**config.mk**
```make
export PLATFORM = sky130hd
export DESIGN_NAME = block_table_heap_allocator
export DESIGN_NICKNAME = d
export VERILOG_FILES = /design/src/rtl/core/bthal_pkg.sv /design/src/rtl/core/block_table_heap_allocator.sv /design/src/rtl/core/bthal_dp.sv /design/src/rtl/core/bthal_ctrl.sv
export SDC_FILE = /design/constraint.sdc
export NUM_CORES = 2
export LEC_CHECK = 0
export BUFFER_PORTS_ARGS = -buffer_cell sky130_fd_sc_hd__buf_2
export CORE_UTILIZATION = 63
export CTS_CLUSTER_SIZE = 10
export DETAILED_ROUTE_END_ITERATION = 10
export PLACE_DENSITY = 0.87
export SETUP_SLACK_MARGIN = 0.02
export SLEW_MARGIN = 25
export SYNTH_ARGS = -nofsm -noshare
export SYNTH_HDL_FRONTEND = slang
export SYNTH_SLANG_ARGS = --single-unit
```
**constraint.sdc**
```tcl
create_clock -name clk -period 86.4 [get_ports clk]
set_clock_uncertainty 0.05 [all_clocks]
set_input_delay 17.28 -clock clk [delete_from_list [all_inputs] [get_ports clk]]
set_output_delay 17.28 -clock clk [all_outputs]
set_load 0.01 [all_outputs]
```
**src/rtl/core/bthal_pkg.sv**
```systemverilog
// shared constants, codes and control structs of the block table heap allocator
package bthal_pkg;

	localparam int BLK_SHIFT      = 12;
	localparam int MAX_BLOCKS_DEF = 1024;
	localparam int NEED_W         = 33 - BLK_SHIFT;
	localparam int CNT_W          = 11;
	localparam int ENT_W          = 3;

	localparam int ENT_TAKEN = 0;
	localparam int ENT_FIRST = 1;
	localparam int ENT_NEXT  = 2;

	localparam logic [1:0] ST_OK      = 2'd0;
	localparam logic [1:0] ST_IGNORED = 2'd1;
	localparam logic [1:0] ST_NOMEM   = 2'd2;
	localparam logic [1:0] ST_OUTSIDE = 2'd3;

	localparam logic KIND_ALLOC = 1'b0;
	localparam logic KIND_FREE  = 1'b1;

	localparam logic REG_HEAP_BASE   = 1'b0;
	localparam logic REG_BLOCK_COUNT = 1'b1;

	localparam logic [31:0]      HEAP_BASE_RST   = 32'd0;
	localparam logic [CNT_W-1:0] BLOCK_COUNT_RST = 11'd1024;

	typedef struct packed {
		logic       load;
		logic       scan_init;
		logic       scan;
		logic       mark_init;
		logic       mark;
		logic       free_init;
		logic       free_rd;
		logic       free_wr;
		logic       free_step;
		logic       clear;
		logic       res_load;
		logic [1:0] res_code;
	} bthal_cmd_t;

	typedef struct packed {
		logic clear_last;
		logic kind;
		logic size_zero;
		logic too_big;
		logic addr_null;
		logic outside;
		logic found;
		logic exhausted;
		logic mark_last;
		logic free_more;
	} bthal_sts_t;

endpackage

```
**src/rtl/core/block_table_heap_allocator.sv**
```systemverilog
// top level of the first-fit block table heap allocator with its register port
// allocate: a first-fit scan of the table, then a mark of each block in the run, one table entry per cycle
// free: read then clear of each entry of the run from free_address on; rejects go straight to the result
// one request in flight at a time; the next is taken while a result waits at the output
// after reset every table entry is cleared, one entry a cycle, with req_stall high
// registers reset to heap_base 0 and block_count 1024
module block_table_heap_allocator #(
	parameter int MAX_BLOCKS = bthal_pkg::MAX_BLOCKS_DEF
) (
	input  logic        clk,
	input  logic        arst_n,
	input  logic        psel,
	input  logic        penable,
	input  logic        pwrite,
	input  logic [2:0]  paddr,
	input  logic [31:0] pwdata,
	output logic [31:0] prdata,
	output logic        pready,
	input  logic        req_valid,
	output logic        req_stall,
	input  logic        kind,
	input  logic [31:0] size_bytes,
	input  logic [31:0] free_address,
	output logic        res_valid,
	input  logic        res_stall,
	output logic [1:0]  status,
	output logic [31:0] address
);
	import bthal_pkg::*;

	logic [31:0]      heap_base_q;
	logic [CNT_W-1:0] block_count_q;
	bthal_cmd_t       cmd;
	bthal_sts_t       sts;
	logic             wr_en;

	assign pready = 1'b1;
	assign wr_en  = psel && penable && pwrite;

	always_ff @(posedge clk or negedge arst_n) begin
		if (!arst_n) begin
			heap_base_q   <= HEAP_BASE_RST;
			block_count_q <= BLOCK_COUNT_RST;
		end else if (wr_en) begin
			unique case (paddr[2])
				REG_HEAP_BASE:   heap_base_q   <= pwdata;
				REG_BLOCK_COUNT: block_count_q <= pwdata[CNT_W-1:0];
				default:         heap_base_q   <= heap_base_q;
			endcase
		end
	end

	always_comb begin
		unique case (paddr[2])
			REG_HEAP_BASE:   prdata = heap_base_q;
			REG_BLOCK_COUNT: prdata = 32'(block_count_q);
			default:         prdata = '0;
		endcase
	end

	bthal_ctrl u_ctrl (
		.clk       (clk),
		.arst_n    (arst_n),
		.req_valid (req_valid),
		.req_stall (req_stall),
		.res_valid (res_valid),
		.res_stall (res_stall),
		.sts       (sts),
		.cmd       (cmd)
	);

	bthal_dp #(
		.MAX_BLOCKS (MAX_BLOCKS)
	) u_dp (
		.clk          (clk),
		.arst_n       (arst_n),
		.heap_base    (heap_base_q),
		.block_count  (block_count_q),
		.kind         (kind),
		.size_bytes   (size_bytes),
		.free_address (free_address),
		.cmd          (cmd),
		.sts          (sts),
		.status       (status),
		.address      (address)
	);

endmodule

```
**src/rtl/core/bthal_dp.sv**
```systemverilog
// allocator datapath: request registers, block table memory, scan counters, result register
module bthal_dp #(
	parameter int MAX_BLOCKS = bthal_pkg::MAX_BLOCKS_DEF
) (
	input  logic                         clk,
	input  logic                         arst_n,
	input  logic [31:0]                  heap_base,
	input  logic [bthal_pkg::CNT_W-1:0]  block_count,
	input  logic                         kind,
	input  logic [31:0]                  size_bytes,
	input  logic [31:0]                  free_address,
	input  bthal_pkg::bthal_cmd_t        cmd,
	output bthal_pkg::bthal_sts_t        sts,
	output logic [1:0]                   status,
	output logic [31:0]                  address
);
	import bthal_pkg::*;

	localparam int IW = $clog2(MAX_BLOCKS);
	localparam int CW = $clog2(MAX_BLOCKS + 1);

	logic              kind_q;
	logic [31:0]       size_q;
	logic [31:0]       addr_q;
	logic [CW-1:0]     n_q;
	logic [NEED_W-1:0] need_q;
	logic [CW-1:0]     ptr_q;
	logic [CW-1:0]     run_q;
	logic [CW-1:0]     start_q;
	logic [CW-1:0]     left_q;
	logic [IW-1:0]     clr_q;
	logic              rv_s1;
	logic [CW-1:0]     ridx_s1;
	logic [1:0]        status_q;
	logic [31:0]       address_q;

	logic [ENT_W-1:0]  mem [MAX_BLOCKS];
	logic [ENT_W-1:0]  rd_data;

	logic [CW-1:0]     n_nx;
	logic [32:0]       round_sum;
	logic [31:0]       rel;
	logic [CW-1:0]     ptr_inc;
	logic [CW-1:0]     start_nx;
	logic              in_range;
	logic              we;
	logic              re;
	logic [IW-1:0]     wa;
	logic [ENT_W-1:0]  wd;
	logic [ENT_W-1:0]  entry;

	assign n_nx = (32'(block_count) > 32'(MAX_BLOCKS)) ? CW'(MAX_BLOCKS) : CW'(block_count);
	assign round_sum = {1'b0, size_bytes} + {{(33 - BLK_SHIFT){1'b0}}, {BLK_SHIFT{1'b1}}};
	assign rel       = addr_q - heap_base;
	assign ptr_inc   = ptr_q + CW'(1);
	assign in_range  = ptr_q < n_q;
	assign start_nx  = (run_q == '0) ? ridx_s1 : start_q;

	assign sts.clear_last = clr_q == IW'(MAX_BLOCKS - 1);
	assign sts.kind       = kind_q;
	assign sts.size_zero  = size_q == '0;
	assign sts.too_big    = 32'(need_q) > 32'(n_q);
	assign sts.addr_null  = addr_q == '0;
	assign sts.outside    = (addr_q < heap_base) || (32'(rel[31:BLK_SHIFT]) >= 32'(n_q));
	assign sts.found      = rv_s1 && !rd_data[ENT_TAKEN]
		&& ((32'(run_q) + 32'd1) == 32'(need_q));
	assign sts.exhausted  = !rv_s1 && !in_range;
	assign sts.mark_last  = left_q == CW'(1);
	assign sts.free_more  = rd_data[ENT_NEXT] && (ptr_inc < n_q);

	always_comb begin
		entry            = '0;
		entry[ENT_TAKEN] = 1'b1;
		entry[ENT_FIRST] = ptr_q == start_q;
		entry[ENT_NEXT]  = left_q != CW'(1);
	end

	assign we = cmd.clear || cmd.mark || cmd.free_wr;
	assign re = (cmd.scan && in_range) || cmd.free_rd;
	assign wa = cmd.clear ? clr_q : ptr_q[IW-1:0];
	assign wd = cmd.mark ? entry : '0;

	always_ff @(posedge clk) begin
		if (we) begin
			mem[wa] <= wd;
		end
		if (re) begin
			rd_data <= mem[ptr_q[IW-1:0]];
		end
	end

	// request capture, scan and mark bookkeeping, and the result register
	always_ff @(posedge clk) begin
		if (cmd.load) begin
			kind_q <= kind;
			size_q <= size_bytes;
			addr_q <= free_address;
			n_q    <= n_nx;
			need_q <= round_sum[32:BLK_SHIFT];
		end
		ridx_s1 <= ptr_q;
		if (cmd.scan && rv_s1 && !rd_data[ENT_TAKEN]) begin
			start_q <= start_nx;
		end
		if (cmd.mark_init) begin
			left_q <= CW'(need_q);
		end else if (cmd.mark) begin
			left_q <= left_q - CW'(1);
		end
		if (cmd.res_load) begin
			status_q  <= cmd.res_code;
			address_q <= (cmd.res_code == ST_OK && kind_q == KIND_ALLOC)
				? heap_base + (32'(start_q) << BLK_SHIFT) : '0;
		end
	end

	always_ff @(posedge clk or negedge arst_n) begin
		if (!arst_n) begin
			ptr_q <= '0;
			run_q <= '0;
			rv_s1 <= 1'b0;
			clr_q <= '0;
		end else begin
			priority if (cmd.scan_init) begin
				ptr_q <= '0;
			end else if (cmd.free_init) begin
				ptr_q <= CW'(rel[31:BLK_SHIFT]);
			end else if (cmd.mark_init) begin
				ptr_q <= start_nx;
			end else if ((cmd.scan && in_range) || cmd.mark || cmd.free_step) begin
				ptr_q <= ptr_inc;
			end
			if (cmd.scan_init) begin
				rv_s1 <= 1'b0;
				run_q <= '0;
			end else begin
				rv_s1 <= cmd.scan && in_range;
				if (cmd.scan && rv_s1) begin
					run_q <= rd_data[ENT_TAKEN] ? '0 : run_q + CW'(1);
				end
			end
			if (cmd.clear) begin
				clr_q <= clr_q + IW'(1);
			end
		end
	end

	assign status  = status_q;
	assign address = address_q;

endmodule

```
**src/rtl/core/bthal_ctrl.sv**
```systemverilog
// allocator controller: sequencing state machine and result valid
module bthal_ctrl (
	input  logic                  clk,
	input  logic                  arst_n,
	input  logic                  req_valid,
	output logic                  req_stall,
	output logic                  res_valid,
	input  logic                  res_stall,
	input  bthal_pkg::bthal_sts_t sts,
	output bthal_pkg::bthal_cmd_t cmd
);
	import bthal_pkg::*;

	typedef enum logic [7:0] {
		S_CLEAR   = 8'b0000_0001,
		S_IDLE    = 8'b0000_0010,
		S_DECODE  = 8'b0000_0100,
		S_SCAN    = 8'b0000_1000,
		S_MARK    = 8'b0001_0000,
		S_FREE_RD = 8'b0010_0000,
		S_FREE_WR = 8'b0100_0000,
		S_DONE    = 8'b1000_0000
	} state_t;

	state_t     state_q;
	state_t     state_nx;
	logic [1:0] code_q;
	logic [1:0] code_nx;
	logic       res_valid_q;

	always_comb begin
		cmd      = '0;
		state_nx = state_q;
		code_nx  = code_q;
		unique case (state_q)
			S_CLEAR: begin
				cmd.clear = 1'b1;
				if (sts.clear_last) begin
					state_nx = S_IDLE;
				end
			end
			S_IDLE: begin
				if (req_valid) begin
					cmd.load = 1'b1;
					state_nx = S_DECODE;
				end
			end
			S_DECODE: begin
				if (sts.kind == KIND_ALLOC) begin
					priority if (sts.size_zero) begin
						code_nx  = ST_IGNORED;
						state_nx = S_DONE;
					end else if (sts.too_big) begin
						code_nx  = ST_NOMEM;
						state_nx = S_DONE;
					end else begin
						cmd.scan_init = 1'b1;
						state_nx      = S_SCAN;
					end
				end else begin
					priority if (sts.addr_null) begin
						code_nx  = ST_IGNORED;
						state_nx = S_DONE;
					end else if (sts.outside) begin
						code_nx  = ST_OUTSIDE;
						state_nx = S_DONE;
					end else begin
						cmd.free_init = 1'b1;
						state_nx      = S_FREE_RD;
					end
				end
			end
			S_SCAN: begin
				cmd.scan = 1'b1;
				priority if (sts.found) begin
					cmd.mark_init = 1'b1;
					state_nx      = S_MARK;
				end else if (sts.exhausted) begin
					code_nx  = ST_NOMEM;
					state_nx = S_DONE;
				end
			end
			S_MARK: begin
				cmd.mark = 1'b1;
				if (sts.mark_last) begin
					code_nx  = ST_OK;
					state_nx = S_DONE;
				end
			end
			S_FREE_RD: begin
				cmd.free_rd = 1'b1;
				state_nx    = S_FREE_WR;
			end
			S_FREE_WR: begin
				cmd.free_wr = 1'b1;
				if (sts.free_more) begin
					cmd.free_step = 1'b1;
					state_nx      = S_FREE_RD;
				end else begin
					code_nx  = ST_OK;
					state_nx = S_DONE;
				end
			end
			S_DONE: begin
				if (!res_valid_q || !res_stall) begin
					cmd.res_load = 1'b1;
					state_nx     = S_IDLE;
				end
			end
			default: begin
				state_nx = S_CLEAR;
			end
		endcase
		cmd.res_code = code_q;
	end

	always_ff @(posedge clk or negedge arst_n) begin
		if (!arst_n) begin
			state_q     <= S_CLEAR;
			code_q      <= ST_OK;
			res_valid_q <= 1'b0;
		end else begin
			state_q <= state_nx;
			code_q  <= code_nx;
			if (cmd.res_load) begin
				res_valid_q <= 1'b1;
			end else if (!res_stall) begin
				res_valid_q <= 1'b0;
			end
		end
	end

	assign req_stall = state_q != S_IDLE;
	assign res_valid = res_valid_q;

endmodule
```
; Word level (Yosys, flattened, before mapping)
; Memories as Yosys holds them, arrays and structs flattened. A register that Yosys moved wholly into a read port is not among the register bits.
; Cells that the tools add are included.
[classes]
add_sub_neg = 8
order_cmp = 6
n_eq_ne = 25
n_mux = 60
n_bitwise = 2
reduce_logical = 34
[op_table]
columns = cell, count
row1 = $mux 11, 10
row2 = $mux 8, 12
row3 = $logic_not 32->1, 2
row4 = $pmux 32 s2, 1
row5 = $pmux 8 s8, 1
row6 = $add 32x12->33 const B, 1
row7 = $add 32x23->32, 1
row8 = $eq 32x21->1, 1
row9 = $lt 32x32->1, 1
row10 = $sub 32x32->32, 1
row11 = $add 11x1->11 const B, 2
row12 = $lt 11x11->1, 2
row13 = $mux 1, 22
row14 = $mux 2, 11
row15 = $gt 21x11->1, 1
row16 = $ge 20x11->1, 1
row17 = $add 11x1->12 const B, 1
row18 = $ne 2x2->1 const B, 6
row19 = $eq 11x1->1 const B, 1
row20 = $eq 11x11->1, 1
row21 = $gt 11x11->1 const B, 1
row22 = $logic_not 11->1, 1
row23 = $ne 11x1->1 const B, 1
row24 = $sub 11x1->11 const B, 1
row25 = other kinds (28), 52
[word_totals]
reg_bits = 251
mem_bits_rw = 3072
in_bits = 107
out_inout_bits = 69
wordCells = 155
n_memories = 1
[memory_table]
columns = name, words, width, rd, rd_clocked_by_memory_dff, write_ports, line_no
row1 = u_dp.mem, 1024, 3, 1, 1, 1, bthal_dp.sv:37  ; logic [ENT_W-1:0] mem [MAX_BLOCKS];

; Logic depth before layout (Yosys ltp)
[depth]
depth_word = 12
mapped_depth = 23
depth_no_buf = 21

; By module
; From an unflattened synthesis, not the netlist that was laid out.
[unflattened]
hier_cells = 6024
area_unflattened_um2 = 97472.2
[modules_own_cells]
columns = mod, n_inst, cells_each, area_each_um2, seq_area_each_um2
row1 = bthal_dp, 1, 5806, 94628.3, 67199.4
row2 = block_table_heap_allocator, 1, 130, 2033.2, 1077.3
row3 = bthal_ctrl, 1, 88, 810.8, 276.5

; Worst setup path before layout
; Ideal clock, no wire load.
[synth_timing]
path_kind = register -> register
startpoint = reg u_ctrl.state_q[5]
endpoint = mem u_dp.mem[0][2], data pin
setup_ns = 0.119
t_arrival_ns = 64.664
required_ns = 86.231
setup_slack_ns = 21.568
stages_incl_launch_ff = 6
n_path_buf = 0
synth_period_minus_slack_ns = 64.832
path_cell_list = dfrtp_1 nor2_1 nand3_1 nor3b_1 o41ai_1 inv_1
[synth_lines]
columns = item, line_no
row1 = from (decl), bthal_ctrl.sv:25  ; state_t state_q;
row2 = from (signal assigned), bthal_ctrl.sv:123  ; state_q <= state_nx;
row3 = to (decl), bthal_dp.sv:37

; Final worst setup path
[layout_timing]
startpoint = in paddr[2]
endpoint = out prdata[0]
[layout_via]
elab_chain_len = 2
[layout_lines]
columns = item, line_no
row1 = from (decl), block_table_heap_allocator.sv:15  ; input logic [2:0] paddr,
row2 = $not 1->1 (no source line), n/a
row3 = $pmux 32 s2 *, block_table_heap_allocator.sv:54  ; unique case (paddr[2])
row4 = to (decl), block_table_heap_allocator.sv:17  ; output logic [31:0] prdata,
; Mark *: on every way between the ends. The rest lies on a longest branch, timed or not.

==> key figures <==
Clock tree
  • H-tree depth: 5
  • CTS clk-pin slew, worst paths: around 50 ps
  • Post-CTS Setup Bufs: 0
  • Sink Count: between 2k and 2.5k
  • Post-CTS Resized: 0
  • Longest Clk Path Bufs: 4
  • Clk_lat worst skew: 920 ps
  • Num CTS Buffers: about 280
  • Hold buffer count at cts: 0
  • CTS root buf: clkbuf_16
  • CTS tree: yes

Final layout
  • Share of cells above drive strength 1: 0.241
  • Most common cell after layout, fill and taps aside: edfxtp_1
  • Final core utilization: 0.705
  • Post-Layout Cell Count: 7787
  • Post-route cell area: 107000 µm²
  • Most frequent cells in the layout: 2203 x edfxtp_1, 1167 x nor2_1, 680 x mux4_2, 293 x clkbuf_16, 171 x buf_2
  • Layout overhead on the synthesized area: 10.8%
  • # nets final: around 5.9k

Synthesis
  • Main synth FF type: edfxtp_1
  • Cells after synthesis: 5572
  • Post-Syn Nets: between 5k and 6k
  • Yosys reg bits: about 2.3k
  • Mapped Avg Cell Area: between 15 and 20 µm²
  • Synth warn: 0
  • Sequential element share of the synthesized area: 0.708
  • Number of synthesized flops with an enable pin: 2203
  • Mapped Area: 96800 µm²
  • Asr flop ratio synth: 0.0378
  • Cell variety after synth: 74

Power and ir drop
  • Total power: roughly 2.4 mW
  • Peak supply drop: between 0.02 and 0.025 mV
  • P_leak: approximately 30 nW
  • Power density over cell area: 22.7 nW/µm²

GRT
  • First-pass GRT wire length: 397000 µm
  • GRT overflow: 0
  • GRT Util Overall: 0.359
  • Vias in the first global route: between 50k and 60k
  • Initial antenna violation count: 10
  • Largest net degree at the start of global routing: between 200 and 250

STA
  • Final worst-path cycle share: 0.414
  • Slew @ Worst Pin: about 1300 ps
  • RSZ-0062 raised after global routing: false
  • F_max: around 28 MHz
  • Hold Vio Cnt, Final: 0
  • Slew Limit Fails: 0
  • Slew HR: 0.105
  • Final TNS setup: 0 ps
  • Endpoints failing setup: 0
  • Hold_ws: 377 ps
  • Final Critical Period: about 36000 ps
  • Worst setup margin: 50610 ps

Critical path
  • R2R cell count: 11
  • R2R setup slack: 79180 ps
  • Crit path kind: primary input to primary output
  • Critical Path Source: paddr[2]
  • Arr. time, crit path: about 18000 ps
  • CP required: between 60000 and 70000 ps
  • Worst R2R End: u_dp.rd_data[2]$_DFFE_PP_
  • Worst r2r src: u_dp.ptr_q[0]$_DFFE_PN0P_
  • Crit path launch type: primary input
  • Crit. End Element: primary output
  • Worst Path Max Fanout: between 40 and 50

Floorplan
  • Die H: 394 µm
  • Number of I/O pins: 176
  • Die Wd: 394 µm
  • Row count: approximately 140
  • Core area: approximately 150000 µm²
  • Starting Density: 0.636
  • Die Area: approximately 160000 µm²

Job
  • Max-Cap Viols: 0

Routing
  • Via count: around 57k
  • DRC: 0
  • Routed Wire Length: approximately 280000 µm
  • Drt pass-1 iters: 9
  • Detail Route Antenna Nets: 0
  • Routed len/inst: around 36 µm
  • DR iter-0 viols: slightly below 9k
  • Vias per Instance: around 7.3

Placement
  • PortBufs: around 170
  • Post-Place Cell Area: around 100000 µm²
  • Dpl hpwl: ~140000 µm
  • Worst slack at placement: 50640 ps
  • GPL Wtd Cong: just under 0.9
  • Dpl cells: 7448

Status
  • Run status: finished clean

Worst hold path
  • Hold Path Class: flop to flop
  • Hold endpoint: u_dp.ridx_s1[5]$_DFF_P_
  • Worst Hold Launch: u_dp.ptr_q[5]$_DFFE_PN0P_
  • Cells on Worst Hold Path: 0
-- layer usage --
layer,track usage,part of all wire
met5,0.00185,0.00076
met4,0.256,0.086
met3,0.0883,0.12
met2,0.580,0.49
met1,0.424,0.30
-- final cells by class --
class,count,area (µm²)
diodes,6,15.0
well taps,2030,2540
multi-input cells,2794,26700
clock inverters,4,30.0
inverters,75,290
clock buffers,324,7460
fillers,8169,45000
flip-flops and latches,2301,68600
repair buffers,253,1670
-- how the worst max path moves through the flow --
stage,end,slack [ps],cells past startpoint
6_report,prdata[0],50610,3
5_1_grt,prdata[0],50570,3
4_1_cts,prdata[0],50640,3
3_5_place_dp,prdata[0],50640,3
3_3_place_gp,prdata[0],50680,3
2_1_floorplan,u_dp.mem[0][2]$_DFFE_PP_,21570,5
-- synth_stat cells, types with 9 or more instances --
library cell	n	area share
o2bb2ai_1	9	0.00081
clkbuf_1	272	0.011
buf_2	44	0.0023
o21ai_0	66	0.0034
mux2_2	60	0.0070
nand2b_1	15	0.00097
ha_1	90	0.012
nor2b_1	25	0.0016
nor4_1	32	0.0021
and4_1	10	0.00090
buf_1	69	0.0027
edfxtp_1	2203	0.68
and3_1	16	0.0010
or2_2	10	0.00065
dfrtp_1	85	0.022
a211oi_1	14	0.0011
nor3b_1	10	0.00078
a21oi_1	63	0.0033
a21o_1	16	0.0012
nand3_1	51	0.0026
mux2i_1	19	0.0020
buf_4	11	0.00085
nand4_1	27	0.0017
mux4_2	680	0.16
nor3_1	34	0.0018
nor2_1	1168	0.045
o21a_1	10	0.00078
xnor2_1	53	0.0048
and2_1	19	0.0012
dfxtp_1	11	0.0023
inv_1	75	0.0029
xor2_1	32	0.0029
nand2_1	162	0.0063
or3_1	14	0.00090
-- logic make-up after synthesis --
logic type | count (synthesis) | synth area share
simple gates | 1618 | 0.0700
flops | 2301 | 0.708
xor+xnor | 85 | 0.00769
mux | 759 | 0.167
other cells | 1 | 0.0000387
fa+ha+maj | 91 | 0.0118
compound gates | 240 | 0.0156
buf+inv | 477 | 0.0199
-- power breakdown --
| part | total (mW) | internal [mW] | switching, mW | leakage (nW) |
|---|---|---|---|---|
| sequential | 1.23 | 1.22 | 0.0111 | 19.7 |
| clock | 1.03 | 0.600 | 0.435 | 3.67 |
| combinational | 0.173 | 0.0462 | 0.127 | 7.57 |
-- flip-flops by register name, indices dropped and copies added, names as in the netlist, 2 cells and up --
| name | cells |
|---|---|
| u_dp.mem | 2048 |
| u_ctrl.state_q | 8 |
| u_dp.rd_data | 2 |
| u_dp.size_q | 32 |
| u_dp.ptr_q | 11 |
| heap_base_q | 32 |
| u_dp.run_q | 11 |
| u_dp.start_q | 11 |
| u_dp.ridx_s1 | 11 |
| u_dp.clr_q | 10 |
| u_dp.status | 2 |
| block_count_q | 11 |
| u_dp.need_q | 21 |
| u_dp.address | 32 |
| u_ctrl.code_q | 2 |
| u_dp.n_q | 11 |
| u_dp.left_q | 11 |
| u_dp.addr_q | 32 |
-- critical path, cell delays in order --
cell and delay [ps]:
buf_2 610, mux2_2 400, buf_2 150
No activity file was read; power rests on OpenSTA's default activity.
